`src/design/tqbs_pkg.sv`:
```
// ----------------------------------------------------------------------------
// tqbs_pkg
// Shared types and constants of the triple-quoted block string scanner:
// transfer payloads, verdict codes, character codes and the character class
// bundle passed from the decoder to the scan core.
// ----------------------------------------------------------------------------
package tqbs_pkg;

  // Default width of the saturating token length counter.
  localparam int unsigned LengthBitsDef = 16;
  // Width of the token length field in a result transfer.
  localparam int unsigned TokenLenW = 16;

  // Character codes.
  localparam logic [7:0] ChQuote     = 8'h27;  // '
  localparam logic [7:0] ChBar       = 8'h7C;  // |
  localparam logic [7:0] ChGreater   = 8'h3E;  // >
  localparam logic [7:0] ChBackslash = 8'h5C;  // backslash
  localparam logic [7:0] ChDash      = 8'h2D;  // -
  localparam logic [7:0] ChHash      = 8'h23;  // #
  localparam logic [7:0] ChComma     = 8'h2C;  // ,
  localparam logic [7:0] ChRParen    = 8'h29;  // )
  localparam logic [7:0] ChRBrace    = 8'h7D;  // }
  localparam logic [7:0] ChRBracket  = 8'h5D;  // ]
  localparam logic [7:0] ChSpace     = 8'h20;
  localparam logic [7:0] ChTab       = 8'h09;
  localparam logic [7:0] ChLf        = 8'h0A;
  localparam logic [7:0] ChCr        = 8'h0D;
  localparam logic [7:0] ChNul       = 8'h00;

  typedef enum logic [1:0] {
    VerdictIdle   = 2'd0,
    VerdictScan   = 2'd1,
    VerdictAccept = 2'd2,
    VerdictReject = 2'd3
  } verdict_e;

  typedef struct packed {
    logic       start_scan;
    logic       token_allowed;
    logic [7:0] char_code;
    logic       end_of_input;
  } in_item_t;

  typedef struct packed {
    logic [1:0]           verdict;
    logic                 in_token;
    logic [TokenLenW-1:0] token_length;
  } out_item_t;

  // Decoded properties of the current character.
  typedef struct packed {
    logic is_end;        // NUL or end of input
    logic is_space_tab;
    logic is_cr;
    logic is_lf;
    logic is_quote;
    logic is_kind;       // block kind indicator after the opening quotes
    logic is_dash;
    logic is_follower;   // may follow the closing quotes
  } char_class_t;

endpackage

```
`src/design/tqbs_char_class.sv`:
```
// ----------------------------------------------------------------------------
// tqbs_char_class
// Decodes one input character into the class flags used by the scan core.
// End of input forces the character to NUL.
// ----------------------------------------------------------------------------
module tqbs_char_class (
  input  logic [7:0]           char_code_i,
  input  logic                 end_of_input_i,
  output tqbs_pkg::char_class_t class_o
);

  logic [7:0] ch;

  assign ch = end_of_input_i ? tqbs_pkg::ChNul : char_code_i;

  always_comb begin
    class_o.is_end       = (ch == tqbs_pkg::ChNul);
    class_o.is_space_tab = (ch == tqbs_pkg::ChSpace) || (ch == tqbs_pkg::ChTab);
    class_o.is_cr        = (ch == tqbs_pkg::ChCr);
    class_o.is_lf        = (ch == tqbs_pkg::ChLf);
    class_o.is_quote     = (ch == tqbs_pkg::ChQuote);
    class_o.is_kind      = (ch == tqbs_pkg::ChBar) || (ch == tqbs_pkg::ChGreater) ||
                           (ch == tqbs_pkg::ChBackslash);
    class_o.is_dash      = (ch == tqbs_pkg::ChDash);
    class_o.is_follower  = (ch == tqbs_pkg::ChNul) || (ch == tqbs_pkg::ChLf) ||
                           (ch == tqbs_pkg::ChCr) || (ch == tqbs_pkg::ChSpace) ||
                           (ch == tqbs_pkg::ChTab) || (ch == tqbs_pkg::ChComma) ||
                           (ch == tqbs_pkg::ChRParen) || (ch == tqbs_pkg::ChRBrace) ||
                           (ch == tqbs_pkg::ChRBracket) || (ch == tqbs_pkg::ChHash);
  end

endmodule

```
`src/design/tqbs_core.sv`:
```
// ----------------------------------------------------------------------------
// tqbs_core
// Scan state machine. Holds the phase, the quote counter and the saturating
// token length, and computes the result for the character presented while
// advance_i is high. State moves only when advance_i is high.
// ----------------------------------------------------------------------------
module tqbs_core #(
  parameter int unsigned LENGTH_BITS = tqbs_pkg::LengthBitsDef
) (
  input  logic                               clk_i,
  input  logic                               rst_ni,
  input  logic                               advance_i,
  input  logic                               start_scan_i,
  input  logic                               token_allowed_i,
  input  tqbs_pkg::char_class_t              class_i,
  output tqbs_pkg::verdict_e                 verdict_o,
  output logic                               in_token_o,
  output logic [tqbs_pkg::TokenLenW-1:0]     token_length_o
);

  localparam int unsigned ExtBits =
      (LENGTH_BITS > tqbs_pkg::TokenLenW) ? LENGTH_BITS : tqbs_pkg::TokenLenW;

  typedef enum logic [3:0] {
    PhIdle,
    PhLead,
    PhOpenQuotes,
    PhOpenKind,
    PhOpenDash,
    PhOpenSpace,
    PhOpenLf,
    PhLineIndent,
    PhCloseQuotes,
    PhCloseFollow,
    PhSkipLine
  } phase_e;

  phase_e                 phase_q, phase_d, ph;
  logic [1:0]             quote_q, quote_d, qc;
  logic [LENGTH_BITS-1:0] len_q, len_d, len_base, len_inc, len_shown;
  logic [ExtBits-1:0]     len_ext;
  logic                   took, reject, accept;

  always_comb begin
    ph       = start_scan_i ? PhLead : phase_q;
    qc       = start_scan_i ? 2'd0 : quote_q;
    len_base = start_scan_i ? '0 : len_q;

    // Phases that fall through to another phase without consuming the character.
    if ((ph == PhLead) && !(class_i.is_space_tab || class_i.is_cr || class_i.is_lf)) begin
      ph = PhOpenQuotes;
      qc = 2'd0;
    end
    if ((ph == PhOpenDash) && !class_i.is_dash) begin
      ph = PhOpenSpace;
    end
    if ((ph == PhLineIndent) && !class_i.is_space_tab) begin
      ph = PhCloseQuotes;
      qc = 2'd0;
    end
    if ((ph == PhCloseQuotes) && !class_i.is_quote) begin
      ph = PhSkipLine;
      qc = 2'd0;
    end
    if ((ph == PhCloseFollow) && !class_i.is_follower) begin
      ph = PhSkipLine;
    end

    phase_d = ph;
    quote_d = qc;
    took    = 1'b0;
    reject  = 1'b0;
    accept  = 1'b0;

    unique case (ph)
      PhIdle: ;
      PhLead: ;  // leading whitespace is skipped
      PhOpenQuotes, PhCloseQuotes: begin
        if (class_i.is_quote) begin
          took = 1'b1;
          if (qc == 2'd2) begin
            quote_d = 2'd0;
            phase_d = (ph == PhOpenQuotes) ? PhOpenKind : PhCloseFollow;
          end else begin
            quote_d = qc + 2'd1;
          end
        end else begin
          reject = 1'b1;
        end
      end
      PhOpenKind: begin
        if (class_i.is_kind) begin
          took    = 1'b1;
          phase_d = PhOpenDash;
        end else begin
          reject = 1'b1;
        end
      end
      PhOpenDash: begin
        took    = 1'b1;
        phase_d = PhOpenSpace;
      end
      PhOpenSpace: begin
        took = 1'b1;
        if (class_i.is_cr) begin
          phase_d = PhOpenLf;
        end else if (class_i.is_lf) begin
          phase_d = PhLineIndent;
        end else if (!class_i.is_space_tab) begin
          took   = 1'b0;
          reject = 1'b1;
        end
      end
      PhOpenLf: begin
        if (class_i.is_lf) begin
          took    = 1'b1;
          phase_d = PhLineIndent;
        end else begin
          reject = 1'b1;
        end
      end
      PhLineIndent: begin
        took = 1'b1;
      end
      PhCloseFollow: begin
        accept = 1'b1;
      end
      PhSkipLine: begin
        if (class_i.is_end) begin
          reject = 1'b1;
        end else begin
          took = 1'b1;
          if (class_i.is_lf) begin
            phase_d = PhLineIndent;
          end
        end
      end
      default: reject = 1'b1;
    endcase

    if (start_scan_i && !token_allowed_i) begin
      reject = 1'b1;
      took   = 1'b0;
      accept = 1'b0;
    end

    len_inc = (took && (len_base != '1)) ? len_base + 1'b1 : len_base;

    if (reject) begin
      verdict_o = tqbs_pkg::VerdictReject;
      len_shown = '0;
      phase_d   = PhIdle;
      quote_d   = 2'd0;
      len_d     = '0;
    end else if (accept) begin
      verdict_o = tqbs_pkg::VerdictAccept;
      len_shown = len_inc;
      phase_d   = PhIdle;
      quote_d   = 2'd0;
      len_d     = '0;
    end else if (ph == PhIdle) begin
      verdict_o = tqbs_pkg::VerdictIdle;
      len_shown = '0;
      len_d     = len_base;
    end else begin
      verdict_o = tqbs_pkg::VerdictScan;
      len_shown = len_inc;
      len_d     = len_inc;
    end
  end

  assign in_token_o     = took && !reject;
  assign len_ext        = ExtBits'(len_shown);
  assign token_length_o = len_ext[tqbs_pkg::TokenLenW-1:0];

  always_ff @(posedge clk_i or negedge rst_ni) begin
    if (!rst_ni) begin
      phase_q <= PhIdle;
      quote_q <= 2'd0;
      len_q   <= '0;
    end else if (advance_i) begin
      phase_q <= phase_d;
      quote_q <= quote_d;
      len_q   <= len_d;
    end
  end

endmodule

```
`src/design/triple_quoted_block_string_scanner.sv`:
```
// ----------------------------------------------------------------------------
// triple_quoted_block_string_scanner
// Character-at-a-time recognizer for triple-quoted block string tokens.
// ----------------------------------------------------------------------------
// One character enters per transfer and produces exactly one result transfer.
// A character passes an input register, is evaluated combinationally by the scan
// state machine and lands in an output register; throughput is one character per
// cycle while the output does not stall, and the only limit is the scan state
// update, which completes in the cycle a character leaves the input register.
// A stall on the output holds the pipeline; the input side keeps accepting
// while the input register can move on or is empty.
module triple_quoted_block_string_scanner #(
  parameter int unsigned LENGTH_BITS = tqbs_pkg::LengthBitsDef
) (
  input  logic                clk_i,
  input  logic                rst_ni,
  input  logic                in_valid_i,
  output logic                in_stall_o,
  input  tqbs_pkg::in_item_t  in_item_i,
  output logic                out_valid_o,
  input  logic                out_stall_i,
  output tqbs_pkg::out_item_t out_item_o
);

  tqbs_pkg::in_item_t   in_item_q;
  logic                 in_vld_q;
  tqbs_pkg::out_item_t  out_item_q, out_item_d;
  logic                 out_vld_q;
  logic                 advance;
  tqbs_pkg::char_class_t cls;
  tqbs_pkg::verdict_e   verdict;

  // A character moves to the output register when the output is free or drains.
  assign advance    = in_vld_q && (!out_vld_q || !out_stall_i);
  assign in_stall_o = in_vld_q && !advance;

  tqbs_char_class u_class (
    .char_code_i    (in_item_q.char_code),
    .end_of_input_i (in_item_q.end_of_input),
    .class_o        (cls)
  );

  tqbs_core #(
    .LENGTH_BITS (LENGTH_BITS)
  ) u_core (
    .clk_i           (clk_i),
    .rst_ni          (rst_ni),
    .advance_i       (advance),
    .start_scan_i    (in_item_q.start_scan),
    .token_allowed_i (in_item_q.token_allowed),
    .class_i         (cls),
    .verdict_o       (verdict),
    .in_token_o      (out_item_d.in_token),
    .token_length_o  (out_item_d.token_length)
  );

  assign out_item_d.verdict = verdict;

  always_ff @(posedge clk_i or negedge rst_ni) begin
    if (!rst_ni) begin
      in_vld_q  <= 1'b0;
      out_vld_q <= 1'b0;
    end else begin
      if (!in_stall_o) begin
        in_vld_q <= in_valid_i;
      end
      if (advance) begin
        out_vld_q <= 1'b1;
      end else if (!out_stall_i) begin
        out_vld_q <= 1'b0;
      end
    end
  end

  always_ff @(posedge clk_i) begin
    if (in_valid_i && !in_stall_o) begin
      in_item_q <= in_item_i;
    end
    if (advance) begin
      out_item_q <= out_item_d;
    end
  end

  assign out_valid_o = out_vld_q;
  assign out_item_o  = out_item_q;

endmodule

```
`config.mk`:
```
export PLATFORM = sky130hd
export DESIGN_NAME = triple_quoted_block_string_scanner
export DESIGN_NICKNAME = d
export VERILOG_FILES = /design/src/design/tqbs_pkg.sv /design/src/design/tqbs_char_class.sv /design/src/design/tqbs_core.sv /design/src/design/triple_quoted_block_string_scanner.sv
export SDC_FILE = /design/constraint.sdc
export NUM_CORES = 1
export LEC_CHECK = 0
export BUFFER_PORTS_ARGS = -buffer_cell sky130_fd_sc_hd__buf_2
export CELL_PAD_IN_SITES_DETAIL_PLACEMENT = 0
export CELL_PAD_IN_SITES_GLOBAL_PLACEMENT = 1
export CORE_MARGIN = 8
export CORE_UTILIZATION = 43
export DETAILED_ROUTE_END_ITERATION = 7
export PLACE_DENSITY_LB_ADDON = 0.25
export SYNTH_ARGS = -nofsm -noshare
export SYNTH_HDL_FRONTEND = slang
export SYNTH_HIERARCHICAL = 1
export SYNTH_SLANG_ARGS = --single-unit
export TNS_END_PERCENT = 50
```
`constraint.sdc`:
```
create_clock -name clk_i -period 8.2 [get_ports clk_i]
set_input_delay 1.64 -clock clk_i [delete_from_list [all_inputs] [get_ports clk_i]]
set_output_delay 1.64 -clock clk_i [all_outputs]
set_load 0.05 [all_outputs]
```
# --- Yosys cells after proc, flatten, opt, wreduce, memory -nomap -nowiden ---
# Index checks and enable logic that the tools add are counted.
word_totals:
  input_bits: 15
  out_inout_bits: 21
  register_bits: 54
classes:
  n_mux: 57
  eq_ne: 32
  add_sub_neg: 2
  reduce_logical: 43
ops:
  columns: ["operator", "n"]
  rows:
  - ["$mux 16", 7]
  - ["$mux 4", 15]
  - ["$eq 8x6->1 const B", 7]
  - ["$eq 8x7->1 const B", 4]
  - ["$eq 4x3->1 const B", 6]
  - ["$eq 8x4->1 const B", 3]
  - ["$pmux 4 s6", 1]
  - ["$mux 1", 22]
  - ["$eq 4x4->1 const B", 5]
  - ["$mux 2", 9]
  - ["$add 16x1->16 const B", 1]
  - ["$ne 16x16->1 const B", 1]
  - ["$logic_or 1x1->1", 15]
  - ["$pmux 1 s6", 2]
  - ["$logic_and 1x1->1", 11]
  - ["$logic_not 1->1", 11]
  - ["$eq 4x1->1 const B", 2]
  - ["$eq 4x2->1 const B", 2]
  - ["$logic_not 8->1", 1]
  - ["$mux 8", 1]
  - ["$reduce_or 2->1", 3]
  - ["$reduce_or 5->1", 1]
  - ["$logic_not 4->1", 1]
  - ["$add 2x1->2 const B", 1]
  - ["2 further kinds", 2]

# --- Longest topological paths before layout ---
logic_depth:
  depth_word: 29
  depth_mapped: 15

# --- Hierarchy ---
# Netlist, hierarchy kept.
by_module_without_submodules:
  columns: ["mod", "cells_per_inst", "area_per_inst_um2", "n_inst"]
  rows:
  - ["tqbs_core", 304, 2307.2, 1]
  - ["triple_quoted_block_string_scanner", 38, 993.5, 1]
  - ["tqbs_char_class", 37, 235.2, 1]

# --- Worst setup path after synthesis ---
# Ideal clock, no wire load.
synth_path:
  path_kind: "input to register"
  startpoint: "input port out_stall_i"
  endpoint: "register u_core.len_q[12]"
  setup_time_ns: 0.122
  path_buffers: 1
  slack_ns: 3.986
  t_arrival_ns: 4.092
  stages: 6
  required_ns: 8.078
  cell_sequence: "a21boi_0 > clkbuf_1 > inv_1 > a21oi_1 > o21ai_0 > a32o_1"
synth_between:
  elab_chain_cells: 3
synth_lines:
  columns: ["element", "line", "text"]
  rows:
  - ["from (decl)", "triple_quoted_block_string_scanner.sv:21", "input logic out_stall_i,"]
  - ["$logic_not 1->1", null, null]
  - ["$logic_or 1x1->1", "triple_quoted_block_string_scanner.sv:34", "assign advance = in_vld_q && (!out_vld_q || !out_stall_i);"]
  - ["$logic_and 1x1->1", "triple_quoted_block_string_scanner.sv:34", null]
  - ["to (signal assigned)", "tqbs_core.sv:184", "len_q <= len_d;"]
  - ["to (decl)", "tqbs_core.sv:40", "logic [LENGTH_BITS-1:0] len_q, len_d, len_base, len_inc, len_shown;"]
# No other way between the ends.
# A chain may end at the register's enable or synchronous reset.

==> out/metrics.csv <==
metric,value,unit
result of the run,finished clean,
Ports,36,
part of the Yosys area used for sequential elements,0.425,
IR Drop Worst-Case VDD,0.000117,V
endpoint arrival time on the critical path,4.73,ns
root cell of the clock tree,clkbuf_8,
Setup TNS,0,ns
core area,8090,µm²
post-synthesis async set-or-reset flop share,0.444,
Buffers on Ports,35,
number of clock sinks,54,
setup violation total in the final timing report,0,
M1 GR Usage,0.231,
share of the core filled with cells,0.479,
CTS tree,built,
signed area change from the synthesized netlist to the final layout,9.62,%
DR DRC count,0,
Post-Synthesis Mean Instance Area,9.33,µm²
area taken by multi-input logic gates,1930,µm²
worst-path cell chain,or4bb_2 > nor3_1 > nor3_1 > a21oi_1 > o21ai_1 > a21oi_1 > nor3b_2 > a211oi_4 > nand2_2 > xnor2_1 > a311o_1,
met3 usage in global routing,0.0348,
highest cell delay on the worst timing path,0.69,ns
final worst-path cycle share,0.552,
Pre-Repair DR Iteration Count,5,
wire length of the first global-routing pass,14900,µm
antenna violations before repair,0,
total number of nets in the final design,423,
via density per instance,6.03,
Mapped Nets,395,
leakage dissipation,1.40,nW
GR peak layer,met1,
max capacitance violation total,0,
unrepaired setup endpoints after global routing,false,
worst setup path category,flop to flop,
total clock buffers created by CTS,5,
Post-Syn Area,3540,µm²
sequential standard cell area,1500,µm²
ANT nets after route,0,
total power divided by cell area,162,nW/µm²
Hold WC Path Type,flop to flop,
Post CTS Setup Buffer Count,0,
proportion of layout cells with a drive suffix above 1,0.159,
element type at the critical path end,flop,
Die Span Y,107,µm
fillcell total,817,
Max transition margin,0.488,
hold path cells,1,
GRT met2 Usage,0.227,
total die area,11400,µm²
DRC marker count from the first detailed-route iteration,229,
effective utilization at floorplan,0.437,
Achievable Freq,221,MHz
endpoint required time on the critical path,8.40,ns
routed wirelength normalized by instance count,17.7,µm
Tot GR Track Use,0.160,
Syn Inst Count,379,
biggest fanout along the worst timing path,10,
post-CTS resize count,0,
endpoints failing hold,0,
"EDFF count, synth",30,
number of hold buffers added after CTS,0,
clk buf depth,2,
latest clock arrival within the worst-skew pair,0.31,ns
die span in x,107,µm
Post-Route WL,9100,µm
CTS H-tree depth,2,
Worst Reg-to-Reg Cells,11,
number of cell rows,33,
standard cell with the maximum stage delay on the critical path,or4bb_2,
worst setup slack after layout,3.67,ns
count of vias placed by the detailed router,3094,
final global-route overflow total,0,
Final Skew,0.0147,ns
Syn. warnings,6,
gp weighted congestion,0.971,
transition time at the pin with the least slew margin,0.762,ns
Critical Path Source Type,flop,
setup slack after placement,3.80,ns
post-synth cell types,77,
number of max-slew violations in the final report,0,
top flip-flop cell by instance count after synthesis,edfxtp_1,
time the final worst path needs with I/O delays and setup,4.53,ns
HPWL Detailed,6740,µm
total inserted antenna cells,0,
maximum number of pins on one net before global-route repair,31,
number of flip-flops and latches in the synthesized netlist,54,
via count of the first global-routing pass,2923,
clock-pin transition on the worst setup and hold timing paths,0.10,ns
## logic make-up (layout without fill, tap and decap cells)
kind of cell    after synthesis  count (layout)  synth area share
simple gates                179             179             0.274
compound gates              100             100             0.216
flops                        54              54             0.425
buf+inv                      26              55            0.0333
xor+xnor                     15              15            0.0372
mux                           4               4            0.0117
fa+ha+maj                     1               1           0.00354
## worst max-delay path: cells and delay by family, from the launching register on
kind | cells | cell delay, ns
simple gates | 5 | 1.83
compound gates | 5 | 1.95
xor+xnor | 1 | 0.15
flops | 1 | 0.51
## registers in the layout (all words and copies together) (netlist names)
signal and flops:
in_vld_q 1, out_item_o 19, u_core/len_q 16, u_core/phase_q 4
u_core/quote_q 2, in_item_q 11, out_valid_o 1
## metrics by stage
stage	hold WS, ns	total power [mW]	std cells	instance area, µm²
2_1_floorplan	0.466	0.441	379	3540
3_3_place_gp	0.494	0.489	505	3790
3_5_place_dp	0.497	0.487	505	3790
4_1_cts	0.519	0.629	513	3880
5_1_grt	0.558	0.655	513	3880
6_report	0.516	0.627	513	3880
## cell usage after synthesis, types with 5 or more instances
library cell | instances | share of area
nor4_1 | 6 | 0.011
nand2b_1 | 5 | 0.0088
nor2_1 | 47 | 0.050
o21ai_1 | 6 | 0.0085
and4_1 | 5 | 0.012
nand4_1 | 6 | 0.011
o21ai_0 | 12 | 0.017
a31oi_1 | 5 | 0.0088
and3_1 | 9 | 0.016
nand3_1 | 8 | 0.011
dfrtp_1 | 24 | 0.17
nor3_1 | 14 | 0.020
edfxtp_1 | 30 | 0.25
clkbuf_1 | 10 | 0.011
a21oi_1 | 27 | 0.038
nand2_1 | 35 | 0.037
nor2b_1 | 13 | 0.023
xnor2_1 | 11 | 0.027
inv_1 | 8 | 0.0085
## placed cells by master, fill, tap and decap left out, types with 3 or more instances in the layout
master,instances
xnor2_1,11
dfrtp_1,24
nor4_1,6
a32o_1,3
xor2_1,4
and3_1,9
or3b_1,4
nor2_1,47
a21oi_1,27
nand3_1,8
nand4_1,6
and4_1,5
o211ai_1,3
o21ai_1,6
nor2b_1,13
edfxtp_1,30
o31ai_1,4
clkbuf_8,5
nand2_1,35
a31oi_1,5
or3_1,3
nand2b_1,5
nor3_1,14
o22ai_1,4
o21ai_0,12
inv_1,8
mux2i_1,3
buf_2,35
and2_1,4
buf_4,3
o2bb2ai_1,4
## per-layer routing
layer	part of all wire	routed length (µm)
met1	0.50	4590
met4	0.024	221
met2	0.41	3720
met3	0.062	568
met5	0	0
## path summary, 6_finish.rpt
kind	start	to	slack, ns
max	in_item_q[1]	u_core/len_q[2]	3.67
min in group asynchronous	rst_ni	u_core/len_q[6]	1.31
min reg2reg	u_core/len_q[3]	u_core/len_q[3]	0.52
max reg2reg	in_item_q[1]	u_core/len_q[2]	3.67
min	u_core/len_q[3]	u_core/len_q[3]	0.52
max in group asynchronous	rst_ni	u_core/quote_q[1]	6.49
## final cells by class
type,count,area share
clock buffer,7,0.0197
clock inverter,1,0.00194
inverter,9,0.00872
multi-input combinational,299,0.497
sequential,54,0.387
tap,105,0.0339
timing repair buffer,38,0.0510
## where the power goes
part           internal (mW)  total (mW)  switching [mW]
clock                 0.0606       0.143          0.0819
combinational         0.0451       0.168           0.123
sequential             0.302       0.316          0.0144
(Power assumes the default switching activity.)
